==> src/design/sgmf_pkg.sv <==
// Shared widths, reset values and cell control type for the spike-gated median filter.
package sgmf_pkg;

  localparam int SAMPLE_W   = 24;
  localparam int JUMP_W     = 23;
  localparam int WINDOW_DEF = 10;

  localparam logic [JUMP_W-1:0] JUMP_LIMIT_RST = JUMP_W'(1000);

  // control broadcast from the sequencer to every cell
  typedef struct packed {
    logic prime;   // fill every cell with the sample
    logic insert;  // oldest cell takes the sample, others age
    logic sort;    // one odd-even compare-exchange round
    logic phase;   // parity of the pairs that exchange this round
  } sgmf_ctrl_t;

endpackage

==> src/design/sgmf_cell.sv <==
// One window cell: holds a sample and its age, exchanges with a neighbor during sorting.
module sgmf_cell #(
  parameter int WINDOW   = sgmf_pkg::WINDOW_DEF,
  parameter int CELL_IDX = 0
) (
  input  logic                                  clk,
  input  sgmf_pkg::sgmf_ctrl_t                  ctrl,
  input  logic signed [sgmf_pkg::SAMPLE_W-1:0]  sample,
  input  logic signed [sgmf_pkg::SAMPLE_W-1:0]  left_val,
  input  logic [$clog2(WINDOW)-1:0]             left_age,
  input  logic signed [sgmf_pkg::SAMPLE_W-1:0]  right_val,
  input  logic [$clog2(WINDOW)-1:0]             right_age,
  output logic signed [sgmf_pkg::SAMPLE_W-1:0]  val,
  output logic [$clog2(WINDOW)-1:0]             age
);
  import sgmf_pkg::*;

  localparam int AW = $clog2(WINDOW);
  localparam logic [AW-1:0] OLDEST   = AW'(WINDOW - 1);
  localparam logic [AW-1:0] INIT_AGE = AW'(CELL_IDX);
  localparam logic          PARITY   = 1'(CELL_IDX % 2);
  localparam logic          HAS_LEFT  = (CELL_IDX > 0);
  localparam logic          HAS_RIGHT = (CELL_IDX < WINDOW - 1);

  logic with_right;
  logic with_left;

  // pair (2k+p, 2k+p+1) exchanges in a round of phase p
  assign with_right = ctrl.sort && (PARITY == ctrl.phase) && HAS_RIGHT;
  assign with_left  = ctrl.sort && (PARITY != ctrl.phase) && HAS_LEFT;

  // value and age move together; lower cell keeps the smaller value
  always_ff @(posedge clk) begin
    if (ctrl.prime) begin
      val <= sample;
      age <= INIT_AGE;
    end else if (ctrl.insert) begin
      if (age == OLDEST) begin
        val <= sample;
        age <= '0;
      end else begin
        age <= age + AW'(1);
      end
    end else if (with_right && (val > right_val)) begin
      val <= right_val;
      age <= right_age;
    end else if (with_left && (left_val > val)) begin
      val <= left_val;
      age <= left_age;
    end
  end

endmodule

==> src/design/spike_gated_median_filter_core.sv <==
// Top level: spike gate, sequencer and the sorted chain of window cells.
//
//  channel   | handshake                | payload
//  ----------+--------------------------+-------------------------------
//  input     | in_valid / in_stall      | sample
//  output    | out_valid / out_stall    | filtered, rejected
//  config    | limit_we                 | limit_wdata
//
// An accepted sample inside the jump limit is handled in steps: the oldest cell
// loads it as the sample is taken, WINDOW odd-even exchange rounds run through
// the cell chain, and the median moves into the output register once it is free.
// The first sample and rejected samples skip the exchange rounds.
// Reset is synchronous and clears the sequencer, the primed flag, the output
// valid and the jump limit (back to 1000); the window is refilled by the first sample.
// in_stall is high while a word is in work; a stalled output word holds the
// sequencer in its done state, so it also blocks the acceptance of the next sample.
module spike_gated_median_filter_core #(
  parameter int WINDOW = sgmf_pkg::WINDOW_DEF
) (
  input  logic                                  clk,
  input  logic                                  rst,
  input  logic                                  in_valid,
  output logic                                  in_stall,
  input  logic signed [sgmf_pkg::SAMPLE_W-1:0]  sample,
  output logic                                  out_valid,
  input  logic                                  out_stall,
  output logic signed [sgmf_pkg::SAMPLE_W-1:0]  filtered,
  output logic                                  rejected,
  input  logic                                  limit_we,
  input  logic [sgmf_pkg::JUMP_W-1:0]           limit_wdata
);
  import sgmf_pkg::*;

  localparam int AW = $clog2(WINDOW);
  localparam int RW = $clog2(WINDOW);
  localparam logic [RW-1:0] LAST_ROUND = RW'(WINDOW - 1);
  localparam int MID = WINDOW / 2;

  typedef enum logic [1:0] {
    S_IDLE,
    S_SORT,
    S_DONE
  } state_t;

  state_t                       state;
  logic [RW-1:0]                round;
  logic                         primed;
  logic                         from_sort;
  logic                         rej_flag;
  logic signed [SAMPLE_W-1:0]   held;
  logic [JUMP_W-1:0]            jump_limit;

  logic                         in_acc;
  logic                         out_free;
  logic signed [SAMPLE_W:0]     diff;
  logic [SAMPLE_W:0]            abs_diff;
  logic                         spike;
  logic signed [SAMPLE_W-1:0]   result;
  sgmf_ctrl_t                   ctrl;

  logic signed [SAMPLE_W-1:0]   cell_val [WINDOW];
  logic [AW-1:0]                cell_age [WINDOW];

  assign in_stall = (state != S_IDLE);
  assign in_acc   = in_valid && !in_stall;
  assign out_free = !out_valid || !out_stall;

  // distance from the held value, exact at 25 bits
  assign diff     = {sample[SAMPLE_W-1], sample} - {held[SAMPLE_W-1], held};
  assign abs_diff = diff[SAMPLE_W] ? 25'(-diff) : 25'(diff);
  assign spike    = abs_diff > {2'b00, jump_limit};

  // median sits in the middle cell once the chain is sorted
  assign result = from_sort ? cell_val[MID] : held;

  // cell control
  always_comb begin
    ctrl.prime  = in_acc && !primed;
    ctrl.insert = in_acc && primed && !spike;
    ctrl.sort   = (state == S_SORT);
    ctrl.phase  = round[0];
  end

  // chain of cells, each wired to its two neighbors
  for (genvar i = 0; i < WINDOW; i++) begin : g_cell
    logic signed [SAMPLE_W-1:0] lv;
    logic [AW-1:0]              la;
    logic signed [SAMPLE_W-1:0] rv;
    logic [AW-1:0]              ra;

    if (i == 0) begin : g_left_edge
      assign lv = '0;
      assign la = '0;
    end else begin : g_left
      assign lv = cell_val[i-1];
      assign la = cell_age[i-1];
    end

    if (i == WINDOW - 1) begin : g_right_edge
      assign rv = '0;
      assign ra = '0;
    end else begin : g_right
      assign rv = cell_val[i+1];
      assign ra = cell_age[i+1];
    end

    sgmf_cell #(
      .WINDOW   (WINDOW),
      .CELL_IDX (i)
    ) u_cell (
      .clk       (clk),
      .ctrl      (ctrl),
      .sample    (sample),
      .left_val  (lv),
      .left_age  (la),
      .right_val (rv),
      .right_age (ra),
      .val       (cell_val[i]),
      .age       (cell_age[i])
    );
  end

  // configuration register
  always_ff @(posedge clk) begin
    if (rst) begin
      jump_limit <= JUMP_LIMIT_RST;
    end else if (limit_we) begin
      jump_limit <= limit_wdata;
    end
  end

  // sequencer, held value and output register
  always_ff @(posedge clk) begin
    if (rst) begin
      state     <= S_IDLE;
      round     <= '0;
      primed    <= 1'b0;
      out_valid <= 1'b0;
      from_sort <= 1'b0;
      rej_flag  <= 1'b0;
    end else begin
      // output word: load when done and free, drop once taken
      if (state == S_DONE && out_free) begin
        out_valid <= 1'b1;
      end else if (out_valid && !out_stall) begin
        out_valid <= 1'b0;
      end
      unique case (state)
        S_IDLE: begin
          if (in_acc) begin
            round <= '0;
            if (!primed) begin
              primed    <= 1'b1;
              held      <= sample;
              rej_flag  <= 1'b0;
              from_sort <= 1'b0;
              state     <= S_DONE;
            end else if (spike) begin
              rej_flag  <= 1'b1;
              from_sort <= 1'b0;
              state     <= S_DONE;
            end else begin
              rej_flag  <= 1'b0;
              from_sort <= 1'b1;
              state     <= S_SORT;
            end
          end
        end
        S_SORT: begin
          round <= round + RW'(1);
          if (round == LAST_ROUND) begin
            state <= S_DONE;
          end
        end
        S_DONE: begin
          if (out_free) begin
            held      <= result;
            filtered  <= result;
            rejected  <= rej_flag;
            state     <= S_IDLE;
          end
        end
        default: begin
          state <= S_IDLE;
        end
      endcase
    end
  end

endmodule

==> config.mk <==
export PLATFORM = sky130hd
export DESIGN_NAME = spike_gated_median_filter_core
export DESIGN_NICKNAME = d
export VERILOG_FILES = /design/src/design/sgmf_pkg.sv /design/src/design/sgmf_cell.sv /design/src/design/spike_gated_median_filter_core.sv
export SDC_FILE = /design/constraint.sdc
export NUM_CORES = 1
export LEC_CHECK = 0
export BUFFER_PORTS_ARGS = -buffer_cell sky130_fd_sc_hd__buf_2
export CAP_MARGIN = 20
export CORE_MARGIN = 5
export CORE_UTILIZATION = 45
export DETAILED_ROUTE_END_ITERATION = 7
export GPL_TIMING_DRIVEN = 0
export PLACE_DENSITY = 0.7
export SYNTH_ARGS = -nofsm -noshare
export SYNTH_HDL_FRONTEND = slang
export SYNTH_SLANG_ARGS = --single-unit
==> constraint.sdc <==
create_clock -name clk -period 10.9 [get_ports clk]
set_clock_uncertainty 0.15 [all_clocks]
set_input_delay 0.545 -clock clk [delete_from_list [all_inputs] [get_ports clk]]
set_output_delay 0.545 -clock clk [all_outputs]
set_load 0.005 [all_outputs]
* After elaboration in Yosys (flattened, before gate mapping)
Cells that the tools add are included.
** Storage, ports and cells
- Bits in registers :: 362
- Input bits :: 52
- Output and inout bits :: 27
- Word-level logic and storage cells :: 251
** Operators by class
- $add $sub $neg :: 13
- Magnitude comparators :: 10
- Equality and inequality tests :: 27
- Multiplexer cells :: 106
- Bitwise gates (word level) :: 2
- Reduce and logical (&&, ||, !) cells :: 63
** Operators with widths (count)
- two-way mux 24 bit :: 52
- greater-than comparator 24 bit :: 9
- two-way mux 4 bit :: 39
- case mux 24 bit (2 select lines) :: 1
- adder 4 x 1 -> 4 bit, second input constant :: 11
- == test 4 bit, second input constant :: 11
- nonzero test 4 bit :: 8
- != test 3 x 1 -> 1 bit, second input constant :: 10
- nonzero test 3 bit :: 10
- greater-than comparator 25 x 23 -> 1 bit :: 1
- two-way mux 25 bit :: 1
- negation 25 bit :: 1
- subtractor 24 x 24 -> 25 bit :: 1
- AND reduction 2 bit :: 12
- logical AND 1 bit :: 17
- nonzero test 2 bit :: 6
- two-way mux 2 bit :: 5
- != test 2 bit, second input constant :: 4
- case mux 4 bit (2 select lines) :: 1
- two-way mux 1 bit :: 6
- case mux 2 bit (3 select lines) :: 1
- AND reduction 3 bit :: 2
- zero test 1 bit :: 5
- AND reduction 5 bit :: 1
- 5 further kinds :: 6

* Depth between registers and ports, before layout
- Depth in word-level cells :: 8
- Depth in mapped cells :: 26
- Gate-level depth less buffers :: 24

* By module
Synthesis repeated with hierarchy kept, for this count alone.
** Unflattened totals
- Cell total of the unflattened synthesis :: 3729
- Area total of the unflattened synthesis :: 32905.3 um^2
** Modules (own cells, without submodules)
- spike_gated_median_filter_core :: times used 1, cells an instance 672, area each 6054.6 um^2, sequential area each 2132.0 um^2
- sgmf_cell (g_cell[1].u_cell) :: times used 1, cells an instance 331, area each 2899.0 um^2, sequential area each 800.8 um^2
- sgmf_cell (g_cell[5].u_cell) :: times used 1, cells an instance 328, area each 2869.0 um^2, sequential area each 800.8 um^2
- sgmf_cell (g_cell[4].u_cell) :: times used 1, cells an instance 333, area each 2865.2 um^2, sequential area each 800.8 um^2
- sgmf_cell (g_cell[7].u_cell) :: times used 1, cells an instance 337, area each 2855.2 um^2, sequential area each 800.8 um^2
- sgmf_cell (g_cell[6].u_cell) :: times used 1, cells an instance 329, area each 2852.7 um^2, sequential area each 800.8 um^2
- sgmf_cell (g_cell[3].u_cell) :: times used 1, cells an instance 327, area each 2850.2 um^2, sequential area each 800.8 um^2
- sgmf_cell (g_cell[8].u_cell) :: times used 1, cells an instance 347, area each 2846.5 um^2, sequential area each 800.8 um^2
- sgmf_cell (g_cell[2].u_cell) :: times used 1, cells an instance 330, area each 2817.7 um^2, sequential area each 800.8 um^2
- sgmf_cell (g_cell[0].u_cell) :: times used 1, cells an instance 211, area each 1999.4 um^2, sequential area each 800.8 um^2
- sgmf_cell (g_cell[9].u_cell) :: times used 1, cells an instance 184, area each 1995.7 um^2, sequential area each 800.8 um^2

* Least setup slack after synthesis
No wires, ideal clock.
- Kind :: input -> register
- Start :: in sample[0] in the netlist's numbering
- End :: reg g_cell[1].u_cell.val[0] in the netlist's numbering, enable pin
- Setup time :: 0.490 ns
- Arrival :: 7.857 ns
- Data required time :: 10.260 ns
- Setup slack :: 2.403 ns
- Cell stages on the path :: 23
- Buffers on the path :: 2
- Cells stage by stage :: inv_1 ha_1 fa_1 nor2b_1 o2111ai_1 a211oi_1 nor2_1 a221oi_1 a2bb2oi_1 clkbuf_1 a31oi_1 xnor2_1 ha_1 a211o_1 o211ai_1 a21oi_1 o31ai_1 a31oi_1 o21ai_0 nand3_1 a21o_1 clkbuf_1 o311ai_0
** On the way
- Longest elaborated chain between the ends :: 8
- Elaborated cells on any way between the ends :: 9
- Those cells by class :: 2 x add/sub; 1 x order compare; 1 x eq/ne; 1 x mux; 4 x reduce/logical
** Ends and longest elaborated chain
- start, declared :: RTL line spike_gated_median_filter_core.sv:24 : input logic signed [sgmf_pkg::SAMPLE_W-1:0] sample,
- subtractor 24 x 24 -> 25 bit * :: RTL line spike_gated_median_filter_core.sv:69 : assign diff = {sample[SAMPLE_W-1], sample} - {held[SAMPLE_W-1], held};
- negation 25 bit :: RTL line spike_gated_median_filter_core.sv:70 : assign abs_diff = diff[SAMPLE_W] ? 25'(-diff) : 25'(diff);
- two-way mux 25 bit * :: RTL line spike_gated_median_filter_core.sv:70
- greater-than comparator 25 x 23 -> 1 bit * :: RTL line spike_gated_median_filter_core.sv:71 : assign spike = abs_diff > {2'b00, jump_limit};
- zero test 1 bit * :: RTL line spike_gated_median_filter_core.sv:79 : ctrl.insert = in_acc && primed && !spike;
- logical AND 1 bit * :: RTL line spike_gated_median_filter_core.sv:79
- != test 3 x 1 -> 1 bit (no source line) / nonzero test 4 bit (equally long branches)
- AND reduction 2 bit (no source line) *
- end signal, assigned :: RTL line sgmf_cell.sv:39 : val <= sample;
- end signal, assigned :: RTL line sgmf_cell.sv:45 : val <= right_val;
- end signal, assigned :: RTL line sgmf_cell.sv:48 : val <= left_val;
- end, declared :: RTL line sgmf_cell.sv:13 : output logic signed [sgmf_pkg::SAMPLE_W-1:0] val,
Every way passes the cells marked *; elsewhere a longest branch is shown, timed or not.
A chain may end at the register's enable or synchronous reset.

* Worst setup path after layout
- Start :: reg held[0]
- End :: reg g_cell[4].u_cell.val[11] in the netlist's numbering, enable pin
** On the way
- Longest elaborated chain between the ends :: 8
- Elaborated cells on any way between the ends :: 9
- Those cells by class :: 2 x add/sub; 1 x order compare; 1 x eq/ne; 1 x mux; 4 x reduce/logical
** Ends and longest elaborated chain
- start, declared :: RTL line spike_gated_median_filter_core.sv:50 : logic signed [SAMPLE_W-1:0] held;
- start signal, assigned :: RTL line spike_gated_median_filter_core.sv:154 : held <= sample;
- start signal, assigned :: RTL line spike_gated_median_filter_core.sv:177 : held <= result;
- subtractor 24 x 24 -> 25 bit * :: RTL line spike_gated_median_filter_core.sv:69
- negation 25 bit :: RTL line spike_gated_median_filter_core.sv:70
- two-way mux 25 bit * :: RTL line spike_gated_median_filter_core.sv:70
- greater-than comparator 25 x 23 -> 1 bit * :: RTL line spike_gated_median_filter_core.sv:71
- zero test 1 bit * :: RTL line spike_gated_median_filter_core.sv:79
- logical AND 1 bit * :: RTL line spike_gated_median_filter_core.sv:79
- != test 3 x 1 -> 1 bit (no source line) / nonzero test 4 bit (equally long branches)
- AND reduction 2 bit (no source line) *
- end signal, assigned :: RTL line sgmf_cell.sv:39
- end signal, assigned :: RTL line sgmf_cell.sv:45
- end signal, assigned :: RTL line sgmf_cell.sv:48
- end, declared :: RTL line sgmf_cell.sv:13
Marks and branches as above.

==> flow_summary.json <==
{
  "grt_pass1_wl_mm": 121.4,
  "cts_max_level": 2,
  "initial_utilization_pct": 45.16,
  "syn2layout_area_growth_pct": 11.63,
  "slowest_delay_ps": 950,
  "end_kind": "flop",
  "worstHoldEndpoint": "jump_limit[9]",
  "synth_edf_count": 289,
  "cts_root_buf": "clkbuf_16",
  "max_freq_mhz": 118.0,
  "min_period_ps": 8476,
  "routedWlPerCell_um": 21.87,
  "power_frac_clock_pct": 25.6,
  "ios": 79,
  "path_clk_slew_ps": 60,
  "synth_async_sr_flop_share_pct": 0,
  "clk_path_buf_depth": 3,
  "seqPwrFrac_pct": 38.1,
  "yosys_warnings": 0,
  "post_cts_buffers": 0,
  "drc_errors": 0,
  "diodes": 0,
  "die_y_um": 247.2,
  "layout-drive-gt1-share_pct": 9.786,
  "die_area_um2": 61100,
  "power_switching_mw": 2.064,
  "postRouteAntennaNets": 0,
  "synthTopCellsByCount": "a21oi_1, inv_1, edfxtp_1, ha_1, nand2_1",
  "final-hold-violation-count": 0,
  "r2r_start": "held[0]",
  "synth_top_area_cell": "edfxtp_1",
  "synth_ff_type": "edfxtp_1",
  "whs_path_depth": 3,
  "vias": 21787,
  "dp_hpwl_mm": 64.39,
  "numCtsBuffers": 43,
  "cp.required_ps": 11030,
  "grt_max_degree": 25,
  "pre_cts_slack_ps": 2143,
  "drv_slew": 0,
  "rrSetupSlack_ps": 2420,
  "syn_nets": 3050,
  "leakagePower_nw": 11.97,
  "die_w_um": 247.2,
  "clkLatencyLatePin_ps": 570,
  "ctsResizeCount": 0,
  "cp_top_family": "compound AO/OA/AOI/OAI gates",
  "rsz0062_at_grt": "no",
  "crit_slowest_cell": "o41ai_2",
  "synth_area_um2": 25320,
  "cts_hold_buf": 0,
  "relSlewSlack_pct": 26.28,
  "timing.final.crit_share_pct": 77.76,
  "place.gp.congestion": 0.9626,
  "r2r_end": "g_cell[4].u_cell.val[11]",
  "cp_max_fo": 10,
  "synth_seq_cells": 362,
  "drt_iter0_drc": 2328,
  "rr_worst_depth": 25,
  "ys_types": 73,
  "fin_ws_ps": 2424,
  "core_area_um2": 56060,
  "holdCritStartpoint": "limit_wdata[9]",
  "nets": 3189,
  "path_class": "flop to flop",
  "powerDensity_nw_per_um2": 195.4,
  "path_buf_inv": 4,
  "ys_seq_area_share_pct": 40.05,
  "grt_pass1_vias": 21089,
  "vdd_drop_max_mv": 0.1121,
  "rows": 87,
  "min_path_type": "input port to flop",
  "dr.pass1.iters": 6,
  "postSynthCellCount": 2731,
  "grtUsageTotal_pct": 25.38,
  "synth_area_leaders": "edfxtp_1, ha_1, a21oi_1, dfxtp_1, inv_1",
  "routed_wl_mm": 79.99,
  "fin_util_pct": 50.41,
  "tightest_slew_ps": 1106,
  "status": "finished clean",
  "setup_viol": 0,
  "swShare_pct": 37.37,
  "p_int_mw": 3.459,
  "power_frac_comb_pct": 36.3,
  "syn_avg_cell_area_um2": 9.270,
  "cp-start-kind": "flop",
  "synth_most_common_cell": "a21oi_1",
  "numClockSinks": 362,
  "cap_violations": 0,
  "antenna_found_initial": 0,
  "grt-ovfl-total": 0,
  "cts_tree": "built",
  "io_buffers": 77,
  "yosysTopAreaCellShare_pct": 34.28,
  "vias_per_cell": 5.956,
  "crit_start": "held[0]",
  "cp.arrival_ps": 8600,
  "fin_tns_setup_ps": 0
}
==> worst reg2reg max path, stage by stage (launching register included) <==
cell and delay (ps):
edfxtp_1 390, ha_1 250, fa_1 460, nor2b_1 260, o2111ai_1 250, a211oi_1 630
o21ai_0 210, a221oi_1 690, and2_1 330, nand3_1 170, nor2b_1 290, a21oi_1 130
xor2_1 180, ha_1 350, a21oi_1 140, nor2b_1 50, o21ai_0 140, nand2_1 60
o21ai_0 370, nand3_1 300, a21o_1 260, buf_2 230, clkbuf_1 360, o41ai_2 960
buf_4 340, buf_4 220
==> layer usage <==
metal | global-route usage, % | share of wire (%)
met4 | 10.82 | 4.8
met5 | 0 | 0
met2 | 41.38 | 46
met1 | 34.57 | 43
met3 | 2.551 | 6.5
==> final cells by class <==
class	instances	area (µm²)
fill	5122	27800
multi-input combinational	1934	13580
sequential	362	10140
clock buffer	59	1270
inverter	310	1164
tap	756	945.9
timing repair buffer	94	565.5
buffer	125	506.7
clock inverter	18	87.58
==> placed cells by master, fill, tap and decap left out, types with 8 or more instances in the layout <==
cell type | synthesis | final
ha_1 | 266 | 266
and2_1 | 12 | 12
a211oi_1 | 21 | 21
dfxtp_1 | 73 | 73
nand2b_1 | 10 | 10
clkbuf_1 | 83 | 89
buf_1 | 12 | 12
nand4_1 | 59 | 59
edfxtp_1 | 289 | 289
mux2_2 | 70 | 70
o31ai_1 | 13 | 12
o21ai_0 | 159 | 158
nor4_1 | 15 | 15
mux2_1 | 9 | 9
a21o_1 | 69 | 69
nand3b_1 | 8 | 8
buf_2 | 30 | 107
a21oi_1 | 328 | 327
nor2_1 | 177 | 177
and4_1 | 8 | 8
nor2b_1 | 36 | 36
o221ai_1 | 9 | 9
mux2i_1 | 106 | 106
a22oi_1 | 10 | 10
and3_1 | 11 | 11
nor3_1 | 30 | 29
xor2_1 | 9 | 9
o21a_1 | 25 | 25
nand2_1 | 225 | 225
inv_1 | 310 | 310
nand3_1 | 27 | 27
a221oi_1 | 18 | 18
o211ai_1 | 23 | 23
o21bai_1 | 9 | 9
clkbuf_16 | 0 | 46
clkinv_2 | 0 | 9
or3_1 | 16 | 16
xnor2_1 | 25 | 25
a31oi_1 | 44 | 42
==> state kept, by name, summed over array words and instances (netlist names) <==
register	count
out_valid	1
held	24
jump_limit	23
state	2
round	4
filtered	24
from_sort	1
rej_flag	1
g_cell.u_cell.val	240
g_cell.u_cell.age	40
primed	1
rejected	1
==> per-stage QoR <==
stage                     instances  hold slack, ps  power [mW]  instance area, µm²
after floorplan                2731           258.1       3.435               25320
after global placement         3564           273.5       3.980               26650
after detailed placement       3581           275.3       4.076               26900
after CTS                      3658           16.87       5.501               28260
after global routing           3658           47.98       5.841               28260
final                          3658           44.74       5.523               28260
==> worst max path at each step <==
stage,cells past startpoint,to
3_5_place_dp,27,g_cell[4].u_cell.val[9]
6_report,25,g_cell[4].u_cell.val[11]
4_1_cts,25,g_cell[4].u_cell.val[11]
5_1_grt,25,g_cell[4].u_cell.val[11]
3_3_place_gp,24,g_cell[1].u_cell.val[8]
2_1_floorplan,23,g_cell[1].u_cell.val[0]
==> power by group through the flow <==
stage	sequential (mW)	clock [mW]	combinational, mW
global route	2.13	1.49	2.23
finish	2.10	1.41	2.01
CTS	2.10	1.43	1.97
global placement	2.14	0	1.84
detailed placement	2.13	0	1.95
floorplan	2.03	0	1.41
==> cell families after synthesis <==
group | Yosys count | synth area share, %
buf+inv | 435 | 6.598
flops | 362 | 40.05
simple gates | 654 | 12.16
xor+xnor | 34 | 1.176
fa+ha+maj | 267 | 13.23
compound gates | 794 | 19.09
mux | 185 | 7.705
Power figures use the tool's default switching activity.
